`src/design/chgw_ram.sv`:
```
module chgw_ram #(
    parameter int WIDTH  = 32,
    parameter int DEPTH  = 64,
    parameter int ADDR_W = 6
) (
    input  logic              i_clk,
    input  logic              i_we,
    input  logic [ADDR_W-1:0] i_waddr,
    input  logic [WIDTH-1:0]  i_wdata,
    input  logic              i_re,
    input  logic [ADDR_W-1:0] i_raddr,
    output logic [WIDTH-1:0]  o_rdata
);

    logic [WIDTH-1:0] r_mem [DEPTH];
    logic [WIDTH-1:0] r_rdata;

    // Read data is registered and holds until the next read.
    always_ff @(posedge i_clk) begin
        if (i_we) begin
            r_mem[i_waddr] <= i_wdata;
        end
        if (i_re) begin
            r_rdata <= r_mem[i_raddr];
        end
    end

    assign o_rdata = r_rdata;

endmodule

```
`config.mk`:
```
export PLATFORM = sky130hd
export DESIGN_NAME = chgw_ram
export DESIGN_NICKNAME = d
export VERILOG_FILES = /design/src/design/chgw_ram.sv
export SDC_FILE = /design/constraint.sdc
export NUM_CORES = 2
export LEC_CHECK = 0
export ABC_AREA = 1
export BUFFER_PORTS_ARGS = -buffer_cell sky130_fd_sc_hd__clkbuf_2
export CORE_ASPECT_RATIO = 0.8
export CORE_MARGIN = 2
export CORE_UTILIZATION = 50
export DETAILED_ROUTE_END_ITERATION = 10
export PLACE_DENSITY = 0.65
export SYNTH_ARGS = -nofsm -noshare
export SYNTH_HDL_FRONTEND = slang
export SYNTH_SLANG_ARGS = --single-unit
export TNS_END_PERCENT = 10
```
`constraint.sdc`:
```
create_clock -name i_clk -period 12.6 [get_ports i_clk]
set_input_delay 0.63 -clock i_clk [delete_from_list [all_inputs] [get_ports i_clk]]
set_output_delay 0.63 -clock i_clk [all_outputs]
set_load 0.005 [all_outputs]
```
Yosys cells after proc, flatten, opt, wreduce, memory -nomap -nowiden
Memories as Yosys holds them, arrays and structs flattened. A register that Yosys moved wholly into a read port is not among the register bits. Cells that the tools add are included.

Output and inout bits: 32. Memories: 1. Memory bits (writable): 2048. Input port bits: 47. Word-level logic and storage cells: 3. Bits in registers: 0.

Memories: r_mem (depth 64, bits a word 32, read ports 1, clocked after Yosys merged registers in 1, wr ports 1, line 15) `logic [WIDTH-1:0] r_mem [DEPTH];`.

Multiplexer cells: 2.

Operators by type and width (number): 1-bit two-way mux (2).

Depth between registers and ports, before layout
Word-level depth: 2. Mapped depth: 13. Mapped depth without buffers: 9.

Worst setup path before layout
Ideal clock, no wire load.

Path type: input port to flip-flop. From: in i_we. To: mem r_mem[48][0], enable pin. Setup slack: 7.840 ns. Arrival time: 4.258 ns. Library setup time: 0.502 ns. Data required time: 12.098 ns. Stages on the path: 3. Path through: clkbuf_1 nand4_1 nor4_1.

Cells in the longest elaborated chain, start to end: 2.

RTL lines: start: declaration (line 7) `input logic i_we,`; 1-bit two-way mux (line 20) `if (i_we) begin`; 1-bit two-way mux (not written as such) (line 21) `r_mem[i_waddr] <= i_wdata;`; end: declaration (line 15).

Every way passes these cells.

==> impl_metrics.yaml <==
floorplanning:
  core_area_um2: 165000
  io_pins: 79
  dieArea_um2: 169000
  rows: 133
  die_h_um: 369
  start_util_pct: 50.5
  die_x_um: 460
placed_design:
  portBuffers: 78
  hpwl_um: 117000
  place_ws_ns: 6.99
  gp_congestion: 0.864
grt:
  grt_max_degree: 202
  grt_pass1_vias: 50500
  grt_antenna_before_repair: 6
  grt_pass1_wl_um: 344000
  grt_usage_pct: 27.7
  gr-total-overflow: 0
setup_path:
  required_ns: 13.31
  crit_path_end_kind: "flop"
  critPathSlowestCell: "buf_4"
  critPathKind: "input port to flop"
  crit_fanout: 168
  critical_path_arrival_ns: 5.85
  critPathBufInv: 5
  max_stage_delay_ns: 0.96
  worstPathCellList: "buf_8 > inv_16 > buf_4 > buf_4 > buf_4 > nand2_1 > nand3_1 > nand3_1 > nand3_1 > nand3_1 > nand2_1 > nand2_1 > nand2_1"
  cp-start-kind: "input port"
  path_delay_family: "buffers and inverters"
sta:
  fmax_mhz: 195
  maxSlewViolCount: 0
  fin_setup_tns_ns: 0
  rsz0062_at_grt: "false"
  fin_ws_ns: 7.46
  relSlewSlack_pct: 22.6
  hold_viol: 0
  finClkSkew_ns: 0.0349
  fin_crit_sh_pct: 40.8
  setup_viol: 0
  worstMarginPinSlew_ns: 1.16
  period_needed_ns: 5.14
power:
  peakVddDrop_mv: 0.158
  finalPower_uw: 14500
  p_leak_uw: 0.0322
  p_per_area_nw_per_um2: 158
clock_tree:
  clkSinkCount: 2080
  cts_buffers: 199
  cts_resized: 0
  cts_tree: "yes"
  cts-hold-fix-buffers: 0
  cts-root-buf: "clkbuf_16"
  h-tree-depth: 4
  clk_latency_ns: 0.85
  cts_buffer_depth: 3
  post_cts_buffers: 0
  clk_pin_slew_worst_paths_ns: 0.06
logic_synthesis:
  netlist.area_leader.share_pct: 75.2
  avgSynthCellArea_um2: 12.3
  synth-seq-cells: 2080
  synth-seq-area-share_pct: 75.2
  synth_area_um2: 83100
  ys_types: 15
  yosys-top-cells-area: "edfxtp_1 75%, nand3_1 11%, nand2_1 10%"
  syn_nets: 6816
  yosys_warnings: 0
  netlist_instances: 6769
  yosysTopAreaCell: "edfxtp_1"
final_layout:
  multi_input_area_um2: 18800
  fin_util_pct: 55.9
  layout.nets: 6797
  fillers: 13200
  areaGrowthSynthToFinish_pct: 10.9
  drive_gt1_share_pct: 8.23
  seqCellArea_um2: 62500
routing:
  drt_pass1_iterations: 6
  drc: 0
  drt-initial-drc-count: 8437
  viasPerCell: 6.00
  postRouteAntennaNets: 0
  vias: 54400
  routed_wl_um: 238000
  wl_per_cell_um: 26.3
outcome:
  status: "finished clean"
min_path:
  worstHoldPathType: "input port to flop"
job:
  drv_cap: 0
routing by layer:
metal  vias to the layer above  GRT usage (%)  wire (µm)
li1                      24100              -          -
met1                     26800           41.0      97200
met2                      3157           41.5     107000
met3                       414           4.82      25700
met4                         2           9.75       7850
met5                         -              0         20
through the flow:
stage / std cells / area (µm²) / hold WS (ns)
2_1_floorplan: 6769 / 83100 / 0.729
3_3_place_gp: 8708 / 85700 / 0.857
3_5_place_dp: 8708 / 85700 / 0.844
4_1_cts: 9064 / 92000 / 0.359
5_1_grt: 9068 / 92100 / 0.344
6_report: 9069 / 92100 / 0.371
report_power, final:
| group | switching (µW) | leakage, µW | internal, µW | total [µW] |
|---|---|---|---|---|
| sequential | 24.5 | 0.0187 | 7680 | 7700 |
| combinational | 672 | 0.0103 | 196 | 868 |
| clock | 2560 | 0.00313 | 3400 | 5960 |
| total | 3260 | 0.0322 | 11300 | 14500 |
cell usage after synthesis:
master    instances
buf_1            40
buf_2           282
buf_4            45
buf_6             3
buf_8             2
clkbuf_1         77
edfxtp_1       2080
inv_1             9
inv_2             2
inv_4             1
nand2_1        2248
nand3_1        1907
nand4_1           9
nor2_1           56
nor4_1            8
cell families (layout without fill, tap and decap cells):
group / after synthesis / count (layout) / share of synthesized area (%)
simple gates: 4228 / 4228 / 22.0
flops: 2080 / 2080 / 75.2
buf+inv: 461 / 597 / 2.77
other cells: 0 / 4 / 0
worst reg2reg max path, delay by kind of cell, from the launching register on:
family | cells | cell delay (ns)
and+or+nand+nor | 8 | 1.29
DFF | 1 | 0.37
worst paths after layout:
check | from | endpoint | slack (ns) | depth (start not counted)
worst min-delay path | i_re | o_rdata[19]$_DFFE_PP_ | 0.37 | 1
worst min register to register | r_mem[8][10]$_DFFE_PP_ | o_rdata[10]$_DFFE_PP_ | 0.87 | 8
worst max register to register | r_mem[55][19]$_DFFE_PP_ | o_rdata[19]$_DFFE_PP_ | 10.67 | 8
worst max-delay path | i_raddr[0] | o_rdata[5]$_DFFE_PP_ | 7.46 | 13
cells in the final DEF, fill, tap and decap left out, types with 9 or more instances in the layout:
master | synthesis | final
buf_4 | 45 | 144
bufinv_16 | 0 | 22
clkbuf_1 | 77 | 41
clkbuf_16 | 0 | 204
clkbuf_2 | 0 | 72
clkinv_1 | 0 | 45
clkinv_2 | 0 | 33
edfxtp_1 | 2080 | 2080
nand2_1 | 2248 | 2248
nand3_1 | 1907 | 1907
nand4_1 | 9 | 9
nor2_4 | 0 | 56
area by class of cell:
cell class / instances / share of cell area, %
well taps: 2160 / 2.94
diodes: 4 / 0.0109
multi-input cells: 4228 / 20.4
clock inverters: 111 / 1.23
repair buffers: 229 / 1.81
flip-flops and latches: 2080 / 67.8
inverters: 12 / 0.0897
clock buffers: 245 / 5.71
registers in the layout (all words and copies together), names as in the netlist:
signal and count:
o_rdata 32, r_mem 2048
No activity file was read; power rests on OpenSTA's default activity.
