===== config.mk =====
export PLATFORM = sky130hd
export DESIGN_NAME = chgw_orient
export DESIGN_NICKNAME = d
export VERILOG_FILES = /design/src/design/chgw_orient.sv
export SDC_FILE = /design/constraint.sdc
export NUM_CORES = 2
export LEC_CHECK = 0
export ABC_AREA = 0
export BUFFER_PORTS_ARGS = -buffer_cell sky130_fd_sc_hd__buf_2
export CORE_MARGIN = 2
export CORE_UTILIZATION = 55
export CTS_BUF_LIST = sky130_fd_sc_hd__clkbuf_16
export CTS_CLUSTER_DIAMETER = 100
export DETAILED_ROUTE_END_ITERATION = 10
export PLACE_DENSITY_LB_ADDON = 0.25
export SLEW_MARGIN = 15
export SYNTH_ARGS = -nofsm -noshare
export SYNTH_HDL_FRONTEND = slang
export SYNTH_SLANG_ARGS = --single-unit

===== constraint.sdc =====
create_clock -name i_clk -period 11.7 [get_ports i_clk]
set_input_delay 0.585 -clock i_clk [delete_from_list [all_inputs] [get_ports i_clk]]
set_output_delay 0.585 -clock i_clk [all_outputs]
set_load 0.01 [all_outputs]

===== src/design/chgw_orient.sv =====
module chgw_orient #(
    parameter int COORD_WIDTH = 16
) (
    input  logic                   i_clk,
    input  logic                   i_en,
    input  logic [COORD_WIDTH-1:0] i_px,
    input  logic [COORD_WIDTH-1:0] i_py,
    input  logic [COORD_WIDTH-1:0] i_bx,
    input  logic [COORD_WIDTH-1:0] i_by,
    input  logic [COORD_WIDTH-1:0] i_qx,
    input  logic [COORD_WIDTH-1:0] i_qy,
    output logic                   o_ccw
);

    localparam int DW = COORD_WIDTH + 1;
    localparam int PW = 2 * DW;

    logic signed [DW-1:0] w_d1, w_d2, w_d3, w_d4;
    logic signed [PW-1:0] r_prod1, r_prod2;

    // Orientation of (p, b, q): (By-Py)*(Qx-Bx) - (Bx-Px)*(Qy-By), negative
    // means counter-clockwise. Both products are kept exact.
    assign w_d1 = DW'($signed(i_by)) - DW'($signed(i_py));
    assign w_d2 = DW'($signed(i_qx)) - DW'($signed(i_bx));
    assign w_d3 = DW'($signed(i_bx)) - DW'($signed(i_px));
    assign w_d4 = DW'($signed(i_qy)) - DW'($signed(i_by));

    always_ff @(posedge i_clk) begin
        if (i_en) begin
            r_prod1 <= PW'(w_d1) * PW'(w_d2);
            r_prod2 <= PW'(w_d3) * PW'(w_d4);
        end
    end

    assign o_ccw = (r_prod1 < r_prod2);

endmodule


; ---- Yosys cells after proc, flatten, opt, wreduce, memory -nomap -nowiden
; Index checks and enable logic that the tools add are counted.
[classes]
addsub = 4
mul = 2
n_lt_le_gt_ge = 1
[op_table]
columns = op, n
row1 = $mul 17x17->34, 2
row2 = $sub 16x16->17, 4
row3 = $lt 34x34->1, 1
[word_totals]
register_bits = 68
inputBits = 98
out_inout_bits = 1
word_cells = 9

; ---- Depth between registers and ports, before layout
[logic_depth]
ltp_word = 2
depth_mapped = 35
ltp_nobuf = 34

; ---- Least setup slack after synthesis
; Ideal clock, no wire load.
[synth_path]
kind = input to register
start = input i_by[0]
end = register r_prod1[32] (data pin)
setup_time_ns = 0.266
t_arrival_ns = 8.216
required_ns = 11.434
setup_slack_ns = 3.218
stages = 32
n_path_buf = 1
path_cell_list = inv_1 ha_1 inv_1 fa_1 a211o_1 a2111oi_4 o21ai_2 a2111oi_4 nor3_1 o32ai_2 buf_4 nand2_1 inv_1 fa_1 inv_1 fa_1 inv_1 fa_1 fa_1 fa_1 inv_1 fa_1 inv_1 ha_1 a21o_1 a211o_1 or3b_2 o41ai_1 a21o_1 o41ai_1 o41ai_1 xnor2_1
[synth_between]
elab_chain_len = 2
[synth_rtl]
columns = element, line
row1 = start: declaration, 9  ; input logic [COORD_WIDTH-1:0] i_by,
row2 = $sub 16x16->17, 23  ; assign w_d1 = DW'($signed(i_by)) - DW'($signed(i_py));
row3 = $mul 17x17->34, 30  ; r_prod1 <= PW'(w_d1) * PW'(w_d2);
row4 = end signal: assignment, 30
row5 = end: declaration, 19  ; logic signed [PW-1:0] r_prod1, r_prod2;
; Every way passes these cells.
; A chain may end at the register's enable or synchronous reset.

; ---- Worst setup path in the final report
[layout_path]
start = input i_by[0]
end = register r_prod2[31] (data pin)
[layout_between]
elab_chain_len = 2
[layout_rtl]
columns = element, line
row1 = $sub 16x16->17, 26  ; assign w_d4 = DW'($signed(i_qy)) - DW'($signed(i_by));
row2 = $mul 17x17->34, 31  ; r_prod2 <= PW'(w_d3) * PW'(w_d4);
row3 = end signal: assignment, 31
row4 = end: declaration, 19
; Every way passes these cells.

==> impl_metrics.env <==
export IMPL_outcome="complete, no violations"
export IMPL_yosys_top_cells_area="fa_1 (44%), ha_1 (12%), inv_1 (9.8%)"
export IMPL_die_w_um=227
export IMPL_drtAntennaViolNets=0
export IMPL_worstSetupPathType="in -> reg"
export IMPL_startpoint_type="primary input"
export IMPL_cts_sinks=68
export IMPL_synth_edf_count=68
export IMPL_synth_distinct_cells=74
export IMPL_yosys_mux_area_fraction_pct=0.110
export IMPL_setup_violations=0
export IMPL_hold_viol=0
export IMPL_design_area_um2=29300
export IMPL_drt_vias_per_instance=5.57
export IMPL_die_area_um2=51600
export IMPL_period_needed_ps=9480
export IMPL_htree_num_levels=3
export IMPL_cts_clk_slew_worst_paths_ps=60
export IMPL_tightest_slew_ps=1230
export IMPL_vias=21030
export IMPL_hold_buffers=0
export IMPL_final_common_cell="inv_1"
export IMPL_drive_gt1_share_pct=7.24
export IMPL_clockBufferDepth=2
export IMPL_pin_count=99
export IMPL_cpMostUsedCell="fa_1"
export IMPL_syn2layout_area_growth_pct=6.96
export IMPL_instances_no_fill=3774
export IMPL_synth_fa_ha_area_share_pct=55.7
export IMPL_synthCells=3001
export IMPL_grt_pass1_vias=22692
export IMPL_placed_cell_area_um2=29000
export IMPL_rows=81
export IMPL_path_max_fanout=18
export IMPL_async_flop_share_pct=0
export IMPL_drt_wl_total_um=73800
export IMPL_seq_area_frac_synth_pct=7.45
export IMPL_worst_setup_path_end_kind="register"
export IMPL_arrival_ps=9530
export IMPL_slowest_stage="a2111oi_2"
export IMPL_yosys_area_share_simple_pct=13.2
export IMPL_cts_resized=0
export IMPL_fin_crit_sh_pct=81.0
export IMPL_n_fill_cell=4349
export IMPL_tns_ps=0
export IMPL_drtIter0Drc=1498
export IMPL_hold_ws_ps=991
export IMPL_wl_per_cell_um=19.6
export IMPL_rsz0062_at_grt="false"
export IMPL_cts_buffers=9
export IMPL_place_congestion=0.931
export IMPL_slew_limit_headroom_pct=17.5
export IMPL_cts_root_buf="clkbuf_16"
export IMPL_port_buffers=98
export IMPL_cts_tree="done"
export IMPL_synth_seq_cells=68
export IMPL_drc=0
export IMPL_die_h_um=227
export IMPL_dp_cells=3757
export IMPL_grt_max_degree=69
export IMPL_ys_warn_count=0
export IMPL_synth_top_family_by_area="adder cells"
export IMPL_synth_xor_area_share_pct=4.79
export IMPL_synth_flop_cell="edfxtp_1"
export IMPL_initial_utilization_pct=55.9
export IMPL_grt_pass1_wl_um=119000
export IMPL_fmax_mhz=106
export IMPL_slew_viol_final=0
export IMPL_avgSynthCellArea_um2=9.13
export IMPL_grt_total_usage_pct=30.4
export IMPL_synth_compound_area_share_pct=7.91
export IMPL_cap_violations=0
export IMPL_cts_setup_buffers=0
export IMPL_dr_pass1_iters=7
export IMPL_grt_ovfl_total=0
export IMPL_hp_class="in -> reg"
export IMPL_syn_num_nets=3962
export IMPL_grt_antenna_before_repair=0
export IMPL_syn_cell_area_um2=27400
export IMPL_nets=4065
export IMPL_core_area_um2=49100
export IMPL_worst_endpoint_required_ps=11750
export IMPL_mostFrequentLayoutCells="inv_1 (719), fa_1 (596), nand2_1 (327)"
export IMPL_cpPeakStageDelay_ps=580
export IMPL_dp_hpwl_um=62300
export IMPL_synth_top_area_cell="fa_1"
export IMPL_synth_top_cell_area_share_pct=43.5
-- worst max-delay path, delay by kind of cell --
family / cells / cell delay, ps
and+or+nand+nor: 4 / 1240
adders and majority gates: 9 / 3900
AOI/OAI and AO/OA: 12 / 3440
buffers and inverters: 5 / 360
-- stage by stage --
stage	util (%)	worst slack (ps)
2_1_floorplan	-	3220
3_3_place_gp	59.0	1930
3_5_place_dp	59.1	1970
4_1_cts	59.7	2330
5_1_grt	59.7	1760
6_report	59.8	2220
-- metal layers --
| layer | global-route usage, % | vias up | wire (µm) |
|---|---|---|---|
| met3 | 4.53 | 169 | 5950 |
| met4 | 12.4 | 0 | 3460 |
| met2 | 49.4 | 866 | 34400 |
| li1 | - | 9338 | - |
| met5 | 0 | - | 0 |
| met1 | 41.0 | 10657 | 30000 |
-- layout make-up --
| type | count | area, µm² | area share (%) |
|---|---|---|---|
| inverter | 719 | 2700 | 9.21 |
| sequential | 68 | 2040 | 6.97 |
| tap | 664 | 831 | 2.83 |
| timing repair buffer | 158 | 945 | 3.22 |
| multi-input combinational | 2148 | 22500 | 76.7 |
| clock buffer | 9 | 225 | 0.768 |
| antenna | 1 | 2.50 | 0.00854 |
| clock inverter | 7 | 98.8 | 0.337 |
-- synth_stat cells (all sizes together) (2+ instances only) --
master	number
o21ba	2
nor2	275
fa	596
edfxtp	68
xor2	47
nand2	335
a21oi	68
o21a	28
nor2b	47
o22a	3
a211oi	9
a31oi	13
buf	13
or2	11
o2111ai	3
nor3	27
ha	267
o211a	2
o31a	8
clkbuf	53
a221oi	3
nand4	6
or3	9
and2	42
a2bb2oi	2
and3	6
o211ai	8
inv	719
nand3	28
o21bai	7
o31ai	7
a311o	3
nand2b	35
a21o	49
a21boi	3
a211o	6
o22ai	2
o311ai	2
o21ai	57
mux2i	3
xnor2	101
a2111oi	8
o41ai	6
-- flip-flops by register name (all words and copies together), names as in the netlist --
name and cells:
r_prod2 34, r_prod1 34
-- final timing paths --
kind,end,slack (ps),from,cells past startpoint
worst max-delay path,r_prod2[31],2220,i_by[0],30
worst min-delay path,r_prod1[0],990,i_en,2
-- cells by family (layout without fill, tap and decap cells) --
family,after synthesis,count (layout)
compound gates,308,308
xor+xnor,148,148
fa+ha+maj,863,863
buf+inv,785,893
flops,68,68
mux,3,3
other cells,0,1
simple gates,826,826
Power is not shown: default switching activity piles up to over one toggle a cycle in this logic, so the estimate is an artifact.
